$ cat src/csrsp_pkg.sv
// shared types and constants for the csr sparse matrix-vector scaled-add core
// no dependencies
`default_nettype none

package csrsp_pkg;

    localparam logic [1:0] MODE_LOAD    = 2'd0;
    localparam logic [1:0] MODE_NONZERO = 2'd1;
    localparam logic [1:0] MODE_CLOSE   = 2'd2;

    localparam logic       REG_DAMPING  = 1'b0;

    localparam logic [30:0] ALPHA_RESET = 31'd912680550;

    localparam logic signed [47:0] SUM_MAX = 48'sh7FFF_FFFF_FFFF;
    localparam logic signed [47:0] SUM_MIN = 48'sh8000_0000_0000;

    typedef struct packed {
        logic [1:0]         mode;
        logic [9:0]         index;
        logic signed [31:0] value;
    } t_in_item;

    typedef struct packed {
        logic [9:0]         row_index;
        logic signed [31:0] rank_value;
        logic               saturated;
    } t_out_item;

    typedef struct packed {
        logic               close;
        logic               xok;
        logic [9:0]         row;
        logic signed [31:0] value;
    } t_mac_item;

    typedef struct packed {
        logic [9:0]         row;
        logic signed [47:0] sum;
        logic signed [31:0] z;
    } t_close_xact;

endpackage

`default_nettype wire

$ cat src/csrsp_scale.sv
// damping scale of the closed row sum, z add and signed q2.30 saturation
// depends on csrsp_pkg
`default_nettype none

module csrsp_scale (
    input  wire logic                   i_clk,
    input  wire logic                   i_rst_n,
    input  wire logic [30:0]            i_alpha,
    input  wire logic                   i_valid,
    input  wire csrsp_pkg::t_close_xact i_xact,
    output logic                        o_ready,
    output logic                        o_valid,
    output csrsp_pkg::t_out_item        o_item,
    input  wire logic                   i_stall
);
    import csrsp_pkg::*;

    logic               r_s3_valid;
    t_close_xact        r_s3;
    logic               r_s4_valid;
    logic signed [49:0] r_s4_phi;
    logic [60:0]        r_s4_plo;
    logic signed [31:0] r_s4_z;
    logic [9:0]         r_s4_row;
    logic               r_s5_valid;
    t_out_item          r_s5;

    logic               w_ld3;
    logic               w_ld4;
    logic               w_ld5;
    logic signed [49:0] w_phi;
    logic [60:0]        w_plo;
    logic signed [50:0] w_res;
    t_out_item          n_s5;

    assign w_ld5   = !r_s5_valid || !i_stall;
    assign w_ld4   = !r_s4_valid || w_ld5;
    assign w_ld3   = !r_s3_valid || w_ld4;
    assign o_ready = w_ld3;

    always_comb begin
        w_phi = $signed({1'b0, i_alpha}) * $signed(r_s3.sum[47:30]);
        w_plo = i_alpha * r_s3.sum[29:0];
    end

    always_comb begin
        w_res = {r_s4_phi[49], r_s4_phi} + 51'(r_s4_plo[60:30])
              + {{19{r_s4_z[31]}}, r_s4_z};
        n_s5.row_index = r_s4_row;
        if (w_res[50:31] != {20{w_res[50]}}) begin
            n_s5.saturated  = 1'b1;
            n_s5.rank_value = w_res[50] ? 32'sh8000_0000 : 32'sh7FFF_FFFF;
        end else begin
            n_s5.saturated  = 1'b0;
            n_s5.rank_value = w_res[31:0];
        end
    end

    always_ff @(posedge i_clk) begin
        if (!i_rst_n) begin
            r_s3_valid <= 1'b0;
            r_s4_valid <= 1'b0;
            r_s5_valid <= 1'b0;
        end else begin
            if (w_ld3) begin
                r_s3_valid <= i_valid;
            end
            if (w_ld4) begin
                r_s4_valid <= r_s3_valid;
            end
            if (w_ld5) begin
                r_s5_valid <= r_s4_valid;
            end
        end
    end

    always_ff @(posedge i_clk) begin
        if (w_ld3 && i_valid) begin
            r_s3 <= i_xact;
        end
        if (w_ld4 && r_s3_valid) begin
            r_s4_phi <= w_phi;
            r_s4_plo <= w_plo;
            r_s4_z   <= r_s3.z;
            r_s4_row <= r_s3.row;
        end
        if (w_ld5 && r_s4_valid) begin
            r_s5 <= n_s5;
        end
    end

    assign o_valid = r_s5_valid;
    assign o_item  = r_s5;

endmodule

`default_nettype wire

$ cat config.mk
export PLATFORM = sky130hd
export DESIGN_NAME = csrsp_scale
export DESIGN_NICKNAME = d
export VERILOG_FILES = /design/src/csrsp_pkg.sv /design/src/csrsp_scale.sv
export SDC_FILE = /design/constraint.sdc
export NUM_CORES = 2
export LEC_CHECK = 0
export ABC_AREA = 0
export BUFFER_PORTS_ARGS = -buffer_cell sky130_fd_sc_hd__buf_2
export CAP_MARGIN = 20
export CORE_MARGIN = 10
export CORE_UTILIZATION = 54
export DETAILED_ROUTE_END_ITERATION = 12
export PLACE_DENSITY = 0.72
export SYNTH_ARGS = -nofsm -noshare
export SYNTH_HDL_FRONTEND = slang
export SYNTH_SLANG_ARGS = --single-unit
export TNS_END_PERCENT = 1
$ cat constraint.sdc
create_clock -name i_clk -period 13.8 [get_ports i_clk]
set_clock_uncertainty 0.2 [all_clocks]
set_input_delay 2.76 -clock i_clk [delete_from_list [all_inputs] [get_ports i_clk]]
set_output_delay 2.76 -clock i_clk [all_outputs]
set_load 0.005 [all_outputs]
* Word-level counts from Yosys, hierarchy flattened *
Index checks and enable logic that the tools add are counted.

storage, ports and cells
  register bits after elaboration = 289
  latch bits = 0
  RAM bits = 0
  ROM bits = 0
  input bits = 125
  output and inout bits = 45
  word-level logic and storage cells = 30
  memories = 0

operators by class
  $add $sub $neg = 2
  multipliers = 2
  div/mod/pow operators = 0
  $lt $le $gt $ge = 0
  equality and inequality tests = 1
  shifts and indexed selects = 0
  mux-type cells = 2
  bitwise logic cells = 0
  reduce and logical (&&, ||, !) cells = 10

operators with widths
  kind                                            count
  31-bit by 30-bit multiplier with 61-bit output  1
  50-bit by 32-bit adder with 51-bit output       1
  51-bit adder                                    1
  32-bit by 18-bit multiplier with 50-bit output  1
  33-bit two-way mux                              1
  32-bit two-way mux                              1
  19-bit inequality test                          1
  1-bit zero test                                 4
  1-bit logical AND                               3
  1-bit logical OR                                3

* Longest topological paths before layout *
  depth after elaboration = 5
  gate-level depth with buffers = 30
  mapped depth without buffers = 28

* Least setup slack after synthesis *
Ideal clock, no wire load.

  kind = in2reg
  start = in i_alpha[21]
  end = reg r_s4_plo[51], data pin
  setup time = 262 ps
  arrival time = 9943 ps
  required time = 13338 ps
  slack = 3394 ps
  stages on the path = 26
  path buffers = 2
  cells stage by stage = clkbuf_1 > clkbuf_1 > nand2_1 > fa_1 > fa_1 > fa_1 > fa_1 > inv_1 > fa_1 > fa_1 > fa_1 > inv_1 > fa_1 > inv_1 > ha_1 > a21o_1 > or2_2 > a211o_1 > a211oi_1 > and4_1 > nor3_1 > or2_2 > a21o_1 > a21oi_1 > o21bai_1 > xor2_1

on the way
  longest elaborated chain between the ends = 1

RTL lines
  what                                            RTL line           text
  from (decl)                                     csrsp_scale.sv:8   input wire logic [30:0] i_alpha,
  31-bit by 30-bit multiplier with 61-bit output  csrsp_scale.sv:43  w_plo = i_alpha * r_s3.sum[29:0];
  named net w_plo[51]                             csrsp_scale.sv:32  logic [60:0] w_plo;
  to (signal assigned)                            csrsp_scale.sv:83  r_s4_plo <= w_plo;
  to (decl)                                       csrsp_scale.sv:22  logic [60:0] r_s4_plo;

The timed path passes the listed nets, and every way through them passes these cells.
A chain may end at the register's enable or synchronous reset.

* Worst setup path after layout *
  start = in i_alpha[12]
  end = reg r_s4_plo[58], data pin

Same word-level chain as after synthesis.

==> metrics.yaml <==
logic_synthesis:
  syn_area_um2: 59000
  synth_flop_cell: "edfxtp_1"
  synth_fa_ha_area_share_pct: 54.2
  synth_cell_types: 76
  ys_ff_latch: 259
  synthArstFlopShare_pct: 0
  synth_compound_area_share_pct: 4.71
  yosysWarnings: 0
  synth_simple_gate_area_share_pct: 15.0
  seq_area_frac_synth_pct: 13.1
  synth.net_count: 7940
  netlist_instances: 6039
  synth_mux_area_share_pct: 0.549
  synth_edf_count: 256
  synthXorXnorAreaFrac_pct: 1.86
  synth_top_family_by_area: "adder cells"
  synth_area_per_cell_um2: 9.77
cells_and_area:
  area_growth_pct: 5.63
  layout_commonest_cell: "inv_1"
  nNetsFinal: 7907
  final_cell_mix: "inv_1, fa_1, nand2_1"
  fillers: 9344
  register_area_um2: 7750
  multi_input_area_um2: 45000
  drive_gt1_share_pct: 5.55
sta:
  tightest_slew_ps: 1210
  rsz0062_at_grt: "false"
  fmax_ghz: 0.0888
  setup_viol: 0
  finalSetupTns_ps: 0
  slew_headroom_pct: 19.3
  maxSlewViolCount: 0
  period_needed_ps: 11270
  hold_viol_final: 0
  fin_crit_sh_pct: 81.6
worst_setup_path:
  crit_family: "adder cells"
  reg2reg_slack_ps: 4850
  r2r-end: "r_s4_plo[58]"
  cp_slowest_cell: "fa_1"
  cp-startpoint: "i_alpha[12]"
  crit_buf_inv: 5
  critPathArrivalTime_ps: 11380
  path_class: "in -> reg"
  cp.required_ps: 13920
  cpMostUsedCell: "fa_1"
  endpoint_kind: "flop"
  cp_slowest_stage_delay_ps: 660
  reg2reg_from: "r_s3[47]"
  crit_end: "r_s4_plo[58]"
  path_max_fanout: 27
  cp-start-kind: "primary input"
  reg2reg_depth: 26
  cp.depth: 27
placed_design:
  port_buffers: 169
  place_congestion: 0.931
  post-dp-hpwl_mm: 120
floorplan:
  core_um2: 109000
  die_area_um2: 123000
  die_h_um: 351
  io_pins: 170
  std_cell_rows: 121
  initial_core_util_pct: 54.3
  fp.dieW_um: 351
run_status:
  status: "completed"
clock_network:
  clock_sinks: 259
  cts-root-buf: "clkbuf_16"
  clk_latency_ps: 630
  cts_tree: "built"
  cts_resized: 0
  holdBufCountCts: 0
  numCtsBuffers: 36
  h-tree-depth: 2
  clockBufferDepth: 3
  path_clk_slew_ps: 60
  cts_setup_buffers: 0
global_route:
  antenna_found_initial: 8
  first_global_vias: 45300
  gr-usage-all-layers_pct: 25.5
  grt.overflow.total: 0
  grt_first_pass_wirelength_mm: 247
  grt_max_degree: 71
route:
  wl_mm: 151
  wl_per_cell_um: 20.3
  vias: 41000
  viasPerCell: 5.50
  drt-pass1-iter-count: 8
  first_iter_violations: 3035
  drc_errors: 0
  ant_nets: 0
run:
  cap_violations: 0
min_path:
  hold_path_class: "reg -> reg"
[sequential cells by signal, indices dropped and copies added (netlist names)]
register	flops
o_valid	1
r_s3_valid	1
r_s4_z	32
r_s3	90
r_s4_valid	1
o_item	43
r_s4_plo	31
r_s4_phi	50
r_s4_row	10
[final cells by class]
class,count,share of cell area [%]
multi-input cells,4128,72.3
flip-flops and latches,259,12.4
inverters,1329,8.01
well taps,1414,2.84
repair buffers,252,2.46
clock buffers,39,1.46
clock inverters,25,0.506
diodes,1,0.00402
[per-layer routing]
| layer | global-route usage [%] | share of wire (%) | up-vias |
|---|---|---|---|
| li1 | - | - | 18000 |
| met1 | 34.1 | 41 | 21100 |
| met2 | 41.9 | 47 | 1584 |
| met3 | 5.39 | 8.5 | 289 |
| met4 | 7.25 | 2.9 | 8 |
| met5 | 0 | 0.028 | - |
[synth_stat cells, drive strengths merged, types with 15 or more instances]
cell / count / area [um2]
mux2i: 29 / 290
nand2: 835 / 3130
and2: 706 / 4420
a31oi: 16 / 100
fa: 1303 / 26100
xor2: 59 / 517
ha: 473 / 5920
nor3: 18 / 95.1
edfxtp: 256 / 7690
clkbuf: 313 / 1170
nand3: 20 / 100
a21oi: 133 / 666
nor2: 65 / 244
o21a: 26 / 195
inv: 1329 / 4990
nor2b: 18 / 113
o21bai: 15 / 113
a21o: 71 / 533
nand4: 26 / 163
o21ai: 72 / 360
nand2b: 41 / 257
a211oi: 15 / 128
xnor2: 66 / 578
[how the worst min path moves through the flow]
stage | cells past startpoint | endpoint | start | slack, ps
2_1_floorplan | 0 | o_item[33] | r_s4_row[0] | 200
3_3_place_gp | 0 | o_item[42] | r_s4_row[9] | 200
3_5_place_dp | 0 | r_s4_row[4] | r_s3[84] | 200
4_1_cts | 0 | r_s4_z[16] | r_s3[16] | 210
5_1_grt | 0 | r_s4_row[8] | r_s3[88] | 220
6_report | 0 | r_s4_z[16] | r_s3[16] | 210
[per-stage QoR]
step / area [um2] / setup slack, ps / util [%] / hold WS, ps / std cells
4_1_cts: 62200 / 2610 / 57.3 / 215 / 7443
6_report: 62300 / 2530 / 57.3 / 214 / 7447
3_5_place_dp: 61000 / 2000 / 56.1 / 205 / 7379
2_1_floorplan: 59000 / 3390 / - / 200 / 6039
3_3_place_gp: 61000 / 2080 / 56.1 / 201 / 7378
5_1_grt: 62300 / 2170 / 57.3 / 218 / 7446
[cells by family (layout without fill, tap and decap cells)]
group / after synthesis / in the layout
compound gates: 426 / 426
xor+xnor: 125 / 125
fa+ha+maj: 1776 / 1776
buf+inv: 1652 / 1645
flops: 259 / 259
mux: 32 / 32
other cells: 0 / 1
simple gates: 1769 / 1769
Power is not shown: default switching activity piles up to over one toggle a cycle in this logic, so the estimate is an artifact.
