<file path="src/csrsp_pkg.sv">
// shared types and constants for the csr sparse matrix-vector scaled-add core
// no dependencies
`default_nettype none

package csrsp_pkg;

    localparam logic [1:0] MODE_LOAD    = 2'd0;
    localparam logic [1:0] MODE_NONZERO = 2'd1;
    localparam logic [1:0] MODE_CLOSE   = 2'd2;

    localparam logic       REG_DAMPING  = 1'b0;

    localparam logic [30:0] ALPHA_RESET = 31'd912680550;

    localparam logic signed [47:0] SUM_MAX = 48'sh7FFF_FFFF_FFFF;
    localparam logic signed [47:0] SUM_MIN = 48'sh8000_0000_0000;

    typedef struct packed {
        logic [1:0]         mode;
        logic [9:0]         index;
        logic signed [31:0] value;
    } t_in_item;

    typedef struct packed {
        logic [9:0]         row_index;
        logic signed [31:0] rank_value;
        logic               saturated;
    } t_out_item;

    typedef struct packed {
        logic               close;
        logic               xok;
        logic [9:0]         row;
        logic signed [31:0] value;
    } t_mac_item;

    typedef struct packed {
        logic [9:0]         row;
        logic signed [47:0] sum;
        logic signed [31:0] z;
    } t_close_xact;

endpackage

`default_nettype wire

</file>
<file path="src/csrsp_mac.sv">
// multiply stage and row accumulator: value times x, floor shift, saturating sum
// depends on csrsp_pkg
`default_nettype none

module csrsp_mac (
    input  wire logic                     i_clk,
    input  wire logic                     i_rst_n,
    input  wire logic                     i_valid,
    input  wire csrsp_pkg::t_mac_item     i_item,
    input  wire logic signed [31:0]       i_x,
    output logic                          o_ready,
    output logic                          o_valid,
    output csrsp_pkg::t_close_xact        o_xact,
    input  wire logic                     i_ready
);
    import csrsp_pkg::*;

    logic               r_s1_valid;
    t_mac_item          r_s1_item;
    logic               r_s2_valid;
    logic               r_s2_close;
    logic [9:0]         r_s2_row;
    logic signed [63:0] r_s2_data;
    logic signed [47:0] r_row_sum;

    logic               w_mv1;
    logic               w_mv2;
    logic               w_ld2;
    logic signed [63:0] w_prod;
    logic signed [63:0] n_s2_data;
    logic signed [33:0] w_term;
    logic signed [48:0] w_sum;
    logic signed [47:0] n_row_sum;

    assign w_mv2   = r_s2_valid && (!r_s2_close || i_ready);
    assign w_ld2   = !r_s2_valid || w_mv2;
    assign w_mv1   = r_s1_valid && w_ld2;
    assign o_ready = !r_s1_valid || w_ld2;

    always_comb begin
        w_prod = r_s1_item.value * i_x;
        if (r_s1_item.close) begin
            n_s2_data = {{32{r_s1_item.value[31]}}, r_s1_item.value};
        end else if (r_s1_item.xok) begin
            n_s2_data = w_prod;
        end else begin
            n_s2_data = '0;
        end
    end

    always_comb begin
        w_term = r_s2_data[63:30];
        w_sum  = {r_row_sum[47], r_row_sum} + {{15{w_term[33]}}, w_term};
        if (w_sum[48] != w_sum[47]) begin
            n_row_sum = w_sum[48] ? SUM_MIN : SUM_MAX;
        end else begin
            n_row_sum = w_sum[47:0];
        end
    end

    always_ff @(posedge i_clk) begin
        if (!i_rst_n) begin
            r_s1_valid <= 1'b0;
            r_s2_valid <= 1'b0;
            r_row_sum  <= '0;
        end else begin
            if (o_ready) begin
                r_s1_valid <= i_valid;
            end
            if (w_ld2) begin
                r_s2_valid <= w_mv1;
            end
            if (w_mv2) begin
                r_row_sum <= r_s2_close ? '0 : n_row_sum;
            end
        end
    end

    always_ff @(posedge i_clk) begin
        if (o_ready && i_valid) begin
            r_s1_item <= i_item;
        end
        if (w_mv1) begin
            r_s2_close <= r_s1_item.close;
            r_s2_row   <= r_s1_item.row;
            r_s2_data  <= n_s2_data;
        end
    end

    assign o_valid    = r_s2_valid && r_s2_close;
    assign o_xact.row = r_s2_row;
    assign o_xact.sum = r_row_sum;
    assign o_xact.z   = r_s2_data[31:0];

endmodule

`default_nettype wire

</file>
<file path="config.mk">
export PLATFORM = sky130hd
export DESIGN_NAME = csrsp_mac
export DESIGN_NICKNAME = d
export VERILOG_FILES = /design/src/csrsp_pkg.sv /design/src/csrsp_mac.sv
export SDC_FILE = /design/constraint.sdc
export NUM_CORES = 2
export LEC_CHECK = 0
export ABC_AREA = 1
export BUFFER_PORTS_ARGS = -buffer_cell sky130_fd_sc_hd__buf_4
export CAP_MARGIN = 10
export CORE_ASPECT_RATIO = 2
export CORE_MARGIN = 2
export CORE_UTILIZATION = 45
export CTS_CLUSTER_SIZE = 20
export DETAILED_ROUTE_END_ITERATION = 12
export SLEW_MARGIN = 40
export SYNTH_ARGS = -nofsm -noshare
export SYNTH_HDL_FRONTEND = slang
export SYNTH_SLANG_ARGS = --single-unit
</file>
<file path="constraint.sdc">
create_clock -name i_clk -period 7.6 [get_ports i_clk]
set_clock_uncertainty 0.1 [all_clocks]
set_input_delay 0.38 -clock i_clk [delete_from_list [all_inputs] [get_ports i_clk]]
set_output_delay 0.38 -clock i_clk [all_outputs]
set_load 0.05 [all_outputs]
</file>
# Yosys cells after proc, flatten, opt, wreduce, memory -nomap -nowiden
# Cells that the tools add are included.
# totals
ff_bits	169
out_inout_bits	92
wordCells	28
# op_classes
add_sub_neg	1
n_mul	1
eq_ne	1
muxes	5
reduce_logical	10
# op_table
operator	count
$mux 48	3
$mux 64	2
$mul 32x32->64	1
$add 48x34->49	1
$logic_and 1x1->1	4
$logic_not 1->1	3
$logic_or 1x1->1	3
$ne 1x1->1	1

# Longest topological paths before layout
# logic_depth
depth_word	6
mapped_depth	32
mapped_depth_nobuf	30

# Least setup slack after synthesis
# No wires, ideal clock.
# synth_timing
kind	register -> register
startpoint	reg r_s1_item[31] (netlist name)
endpoint	reg r_s2_data[56] (data pin)
arrival_ns	7.157
required_time_ns	7.236
path_slack_ns	0.078
stages_incl_launch_ff	29
period_less_slack_ns	7.522
cell_sequence	edfxtp_1 -> clkbuf_1 -> clkbuf_1 -> nand2_1 -> inv_1 -> fa_1 -> inv_1 -> fa_1 -> inv_1 -> fa_1 -> fa_1 -> inv_1 -> fa_1 -> inv_1 -> fa_1 -> inv_1 -> fa_1 -> inv_1 -> fa_1 -> ha_1 -> nand2_1 -> nor2_1 -> inv_1 -> nor4_1 -> o21ai_0 -> nand3_1 -> a21oi_1 -> o21ai_0 -> nand2_1
# synth_between
elab_chain_len	3
# synth_lines
item	line_no	source
from (decl)	csrsp_mac.sv:19	t_mac_item r_s1_item;
from (signal assigned)	csrsp_mac.sv:81	r_s1_item <= i_item;
$mul 32x32->64	csrsp_mac.sv:41	w_prod = r_s1_item.value * i_x;
$mux 64	csrsp_mac.sv:44	end else if (r_s1_item.xok) begin
$mux 64 (*)	csrsp_mac.sv:42	if (r_s1_item.close) begin
via n_s2_data[56]	csrsp_mac.sv:30	logic signed [63:0] n_s2_data;
to (signal assigned)	csrsp_mac.sv:86	r_s2_data <= n_s2_data;
to (decl)	csrsp_mac.sv:23	logic signed [63:0] r_s2_data;
# The timed path passes the listed nets; every way through them passes the cells marked *.
# A chain may end at the register's enable or synchronous reset.

# Worst setup path in the final report
# layout_timing
startpoint	reg r_s1_item[9] (netlist name)
endpoint	reg r_s2_data[48] (data pin)
# layout_between
elab_chain_len	3
# layout_lines
item	line_no
$mul 32x32->64	csrsp_mac.sv:41
$mux 64	csrsp_mac.sv:44
$mux 64	csrsp_mac.sv:42
via n_s2_data[48]	csrsp_mac.sv:30
# The timed path passes the listed nets, and every way through them passes these cells.

==> summary by stage <==
Timing
In the finished design, the share of the clock period the worst path needs comes to 0.979. At the pin with the least slew margin, the transition time is roughly 0.85 ns. The number of pins exceeding their max-slew limit in the final report was 0. The final-report hold violation count was 0. The smallest clock period supported by the final layout is computed as about 7.4 ns.

The final worst hold slack is around 0.034 ns. Setup repair after global routing could not meet its margin everywhere. Static timing analysis puts the maximum clock frequency at approximately 130 MHz. The relative slew slack is 0.436. The total setup violations reported at the end of the flow is 0.

Setup path
For the worst flop-to-flop path, the logic depth is 28. In this run the number of cells on the critical path is 28. The startpoint kind of the worst setup timing path is a flip-flop. The required time at the worst-slack endpoint is 7.74 ns.

For this design, the slowest cell found on the critical path is sky130_fd_sc_hd__fa_1. The number of buffers and inverters on the critical path is 9. The signal arrival time at the worst endpoint is around 7.6 ns. The cell type group with the largest total delay on the critical path is adder cells. Counting stages on the worst path, the most repeated cell is sky130_fd_sc_hd__fa_1. The critical path capture point type is a flip-flop. The largest single stage delay on the critical path is approximately 0.58 ns. The worst setup path category is flip-flop to flip-flop. In this run the worst path has a maximum fanout of 11.

GRT
Global routing finished with a remaining overflow of 0. The via count of the first global-routing pass came to roughly 45,000. The overall track demand over capacity in global routing is 0.323. The first global-routing pass estimated roughly 260,000 um of wire. The initial antenna violation count is 5. The largest net degree at the start of global routing is 66.

Synthesis
The area share of the largest cell type after synthesis is 0.450. The number of warnings printed during yosys synthesis is 0. Synthesis produced a netlist whose cell count is approximately 6,100.

The synthesized area is 0.0482 mm^2. The largest total area in the synthesized netlist belongs to sky130_fd_sc_hd__fa_1. The most instantiated flip-flop cell in the synthesis netlist is sky130_fd_sc_hd__edfxtp_1. Yosys attributes the largest share of cell area to sky130_fd_sc_hd__fa_1, sky130_fd_sc_hd__inv_1, sky130_fd_sc_hd__nand2_1. The mean cell area of the mapped netlist is between 7 and 8 um^2. The number of enable-type register cells in the synthesized netlist is 119. Of all flip-flops after synthesis, the portion carrying an async set or reset was 0.

The number of synthesized register bits is about 170. sky130_fd_sc_hd__inv_1 is the most common cell in the netlist. Of the synthesized area, sequential elements account for 0.0950. After synthesis, the most frequently instantiated cells are sky130_fd_sc_hd__inv_1, sky130_fd_sc_hd__nand2_1, sky130_fd_sc_hd__fa_1. In this run, distinct cell masters in the synthesized netlist total 43. Synthesis produced a netlist with a net count of approximately 7,500.

Routing
The routed design has about 170,000 um of wire. Summed over all nets, wire length on met2 after detailed routing comes to around 90,000 um. The number of search-and-repair iterations in the first detailed-routing pass is 6.

The routed layout has between 40,000 and 50,000 vias. The routed metal-1 wirelength is approximately 55,000 um. The routed design uses 7830 um of met3 wire.

The number of design rule violations left after detail routing is 0. The detail-routed net length per standard cell is between 20 and 25 um. The highest metal layer with signal wires is met5. Using the TritonRoute via totals, the vias-per-cell ratio works out to ~5.2. The first routing iteration left approximately 2,400 violations.

In this run the remaining antenna-violating nets after routing total 0.

Placed design
Routability-driven placement finished with a final weighted congestion of ~1. The port buffer count is 171. Detailed placement ended at an HPWL of approximately 150,000 um.

Layout
The sequential cells in the finished layout cover a total of ~0.0046 mm^2. At the end of the flow, the number of nets in the layout was approximately 8,000. Relative to the synthesized area, the layout overhead comes to 16.0%. Of the cells placed in the final design, the portion with a size suffix greater than 1 is 0.135. Summing all multi-input logic gate instances after layout gives about 0.037 mm^2. Counting the fill cells in the layout gives around 10,000.

Clock network
Clock tree synthesis found a total of between 150 and 200 sinks. TritonCTS created 17 clock buffers. The insertion delay to the later sink of the worst-skew pair is approximately 0.54 ns.

The post-CTS clock slew at the launch and capture registers of the worst setup and hold paths is roughly 0.090 ns. The CTS root buffer is sky130_fd_sc_hd__clkbuf_16. TritonCTS built the clock tree. The number of H-tree branching levels is 4. The worst-case clock buffer depth is 2.

Status
The flow ran to the end, and the final reports show no timing, DRC or antenna violations.

Floorplan
The core box area is about 0.11 mm^2. The die covers ~0.11 mm^2. The number of top-level design ports is 172. Measured along the y axis, the die boundary spans around 470 um. In this run the core area contains 169 standard-cell rows. The width of the die is roughly 240 um.

The starting density of the core is 0.454.

Flow run
The max-cap check violation count is 0.

Min path
The worst min-delay path class is input pin to flip-flop. Along the worst hold path, the cell count comes to 1.
[routing by layer]
| metal | GRT usage | vias up |
|---|---|---|
| met4 | 0.273 | 2 |
| met2 | 0.607 | 1482 |
| met1 | 0.311 | 20373 |
| li1 | - | 18152 |
| met5 | 0 | - |
| met3 | 0.0395 | 665 |
[through the flow]
| step | utilization | std cells | worst slack, ns | cell area (um^2) | setup TNS (ns) |
|---|---|---|---|---|---|
| detailed placement | 0.509 | 7776 | -0.363 | 54000 | -1.45 |
| floorplan | - | 6091 | 0.0783 | 48200 | 0 |
| finish | 0.526 | 7859 | 0.159 | 55900 | 0 |
| global route | 0.526 | 7857 | -0.0513 | 55900 | -0.173 |
| global placement | 0.509 | 7775 | -0.330 | 54000 | -1.14 |
| CTS | 0.519 | 7851 | 0.000218 | 55100 | 0 |
[worst reg2reg max path, delay by kind of cell, from the launching register on]
| family | cells | cell delay [ns] |
|---|---|---|
| adder cells (fa/ha/maj) | 9 | 4.39 |
| buffers and inverters | 9 | 1.01 |
| AND/OR/NAND/NOR | 9 | 0.99 |
| flip-flops | 1 | 0.37 |
| AO/OA/AOI/OAI | 1 | 0.32 |
[what timing repair did]
| action | CTS | global route |
|---|---|---|
| hold buffers | 43 | 0 |
| setup buffers | 0 | 5 |
| setup endpoints to repair | 12 | 36 |
| resized for setup | 22 | 161 |
| cloned | 0 | 1 |
| endpoints found under the hold margin | 43 | 0 |
| pin swaps | 1 | 23 |
[area by class of cell]
cell class	instances	area share
timing repair buffer	651	0.107
inverter	1728	0.116
multi-input combinational	3909	0.654
clock buffer	18	0.00806
sequential	169	0.0819
antenna	2	0.0000896
clock inverter	14	0.00271
tap	1368	0.0306
[flip-flops by register name, indices dropped and copies added (netlist names)]
| signal | cells |
|---|---|
| r_s2_data | 64 |
| r_s1_item | 44 |
| r_row_sum | 48 |
| r_s2_close | 1 |
| r_s2_valid | 1 |
| r_s1_valid | 1 |
| r_s2_row | 10 |
[cell families (layout without fill, tap and decap cells)]
logic type      Yosys count  count (layout)  synth area share
compound gates          400             400            0.0470
xor+xnor                 48              48           0.00873
fa+ha+maj              1315            1315             0.510
buf+inv                2013            2411             0.161
flops                   169             169            0.0950
other cells               0               2                 0
simple gates           2146            2146             0.178
[cells in the final DEF, fill, tap and decap left out, types with 11 or more instances in the layout]
| cell | n |
|---|---|
| sky130_fd_sc_hd__fa_1 | 1071 |
| sky130_fd_sc_hd__a21oi_1 | 168 |
| sky130_fd_sc_hd__buf_4 | 528 |
| sky130_fd_sc_hd__xnor2_1 | 37 |
| sky130_fd_sc_hd__ha_4 | 23 |
| sky130_fd_sc_hd__o21ai_0 | 102 |
| sky130_fd_sc_hd__buf_12 | 73 |
| sky130_fd_sc_hd__o21ai_1 | 19 |
| sky130_fd_sc_hd__inv_1 | 1697 |
| sky130_fd_sc_hd__a21oi_2 | 48 |
| sky130_fd_sc_hd__dfxtp_1 | 50 |
| sky130_fd_sc_hd__nand3_1 | 123 |
| sky130_fd_sc_hd__inv_2 | 28 |
| sky130_fd_sc_hd__dlygate4sd3_1 | 43 |
| sky130_fd_sc_hd__nor2_4 | 11 |
| sky130_fd_sc_hd__clkbuf_16 | 19 |
| sky130_fd_sc_hd__nand2_1 | 1654 |
| sky130_fd_sc_hd__ha_1 | 205 |
| sky130_fd_sc_hd__edfxtp_1 | 119 |
| sky130_fd_sc_hd__nor2_1 | 208 |
| sky130_fd_sc_hd__nand4_1 | 34 |
| sky130_fd_sc_hd__xor2_1 | 11 |
| sky130_fd_sc_hd__nor2_2 | 37 |
| sky130_fd_sc_hd__nand2_2 | 27 |
| sky130_fd_sc_hd__fa_2 | 12 |
| sky130_fd_sc_hd__o21bai_1 | 16 |
| sky130_fd_sc_hd__nand3_2 | 16 |
[path summary, 6_finish.rpt]
check	from	end	slack (ns)
worst min register to register	r_s1_item[34]$_DFFE_PP_	r_s2_row[2]$_DFFE_PP_	0.30
worst max register to register	r_s1_item[9]$_DFFE_PP_	r_s2_data[48]$_DFFE_PP_	0.16
worst max-delay path	r_s1_item[9]$_DFFE_PP_	r_s2_data[48]$_DFFE_PP_	0.16
worst min-delay path	i_item[31]	r_s1_item[31]$_DFFE_PP_	0.03
Power is not shown: default switching activity piles up to over one toggle a cycle in this logic, so the estimate is an artifact.
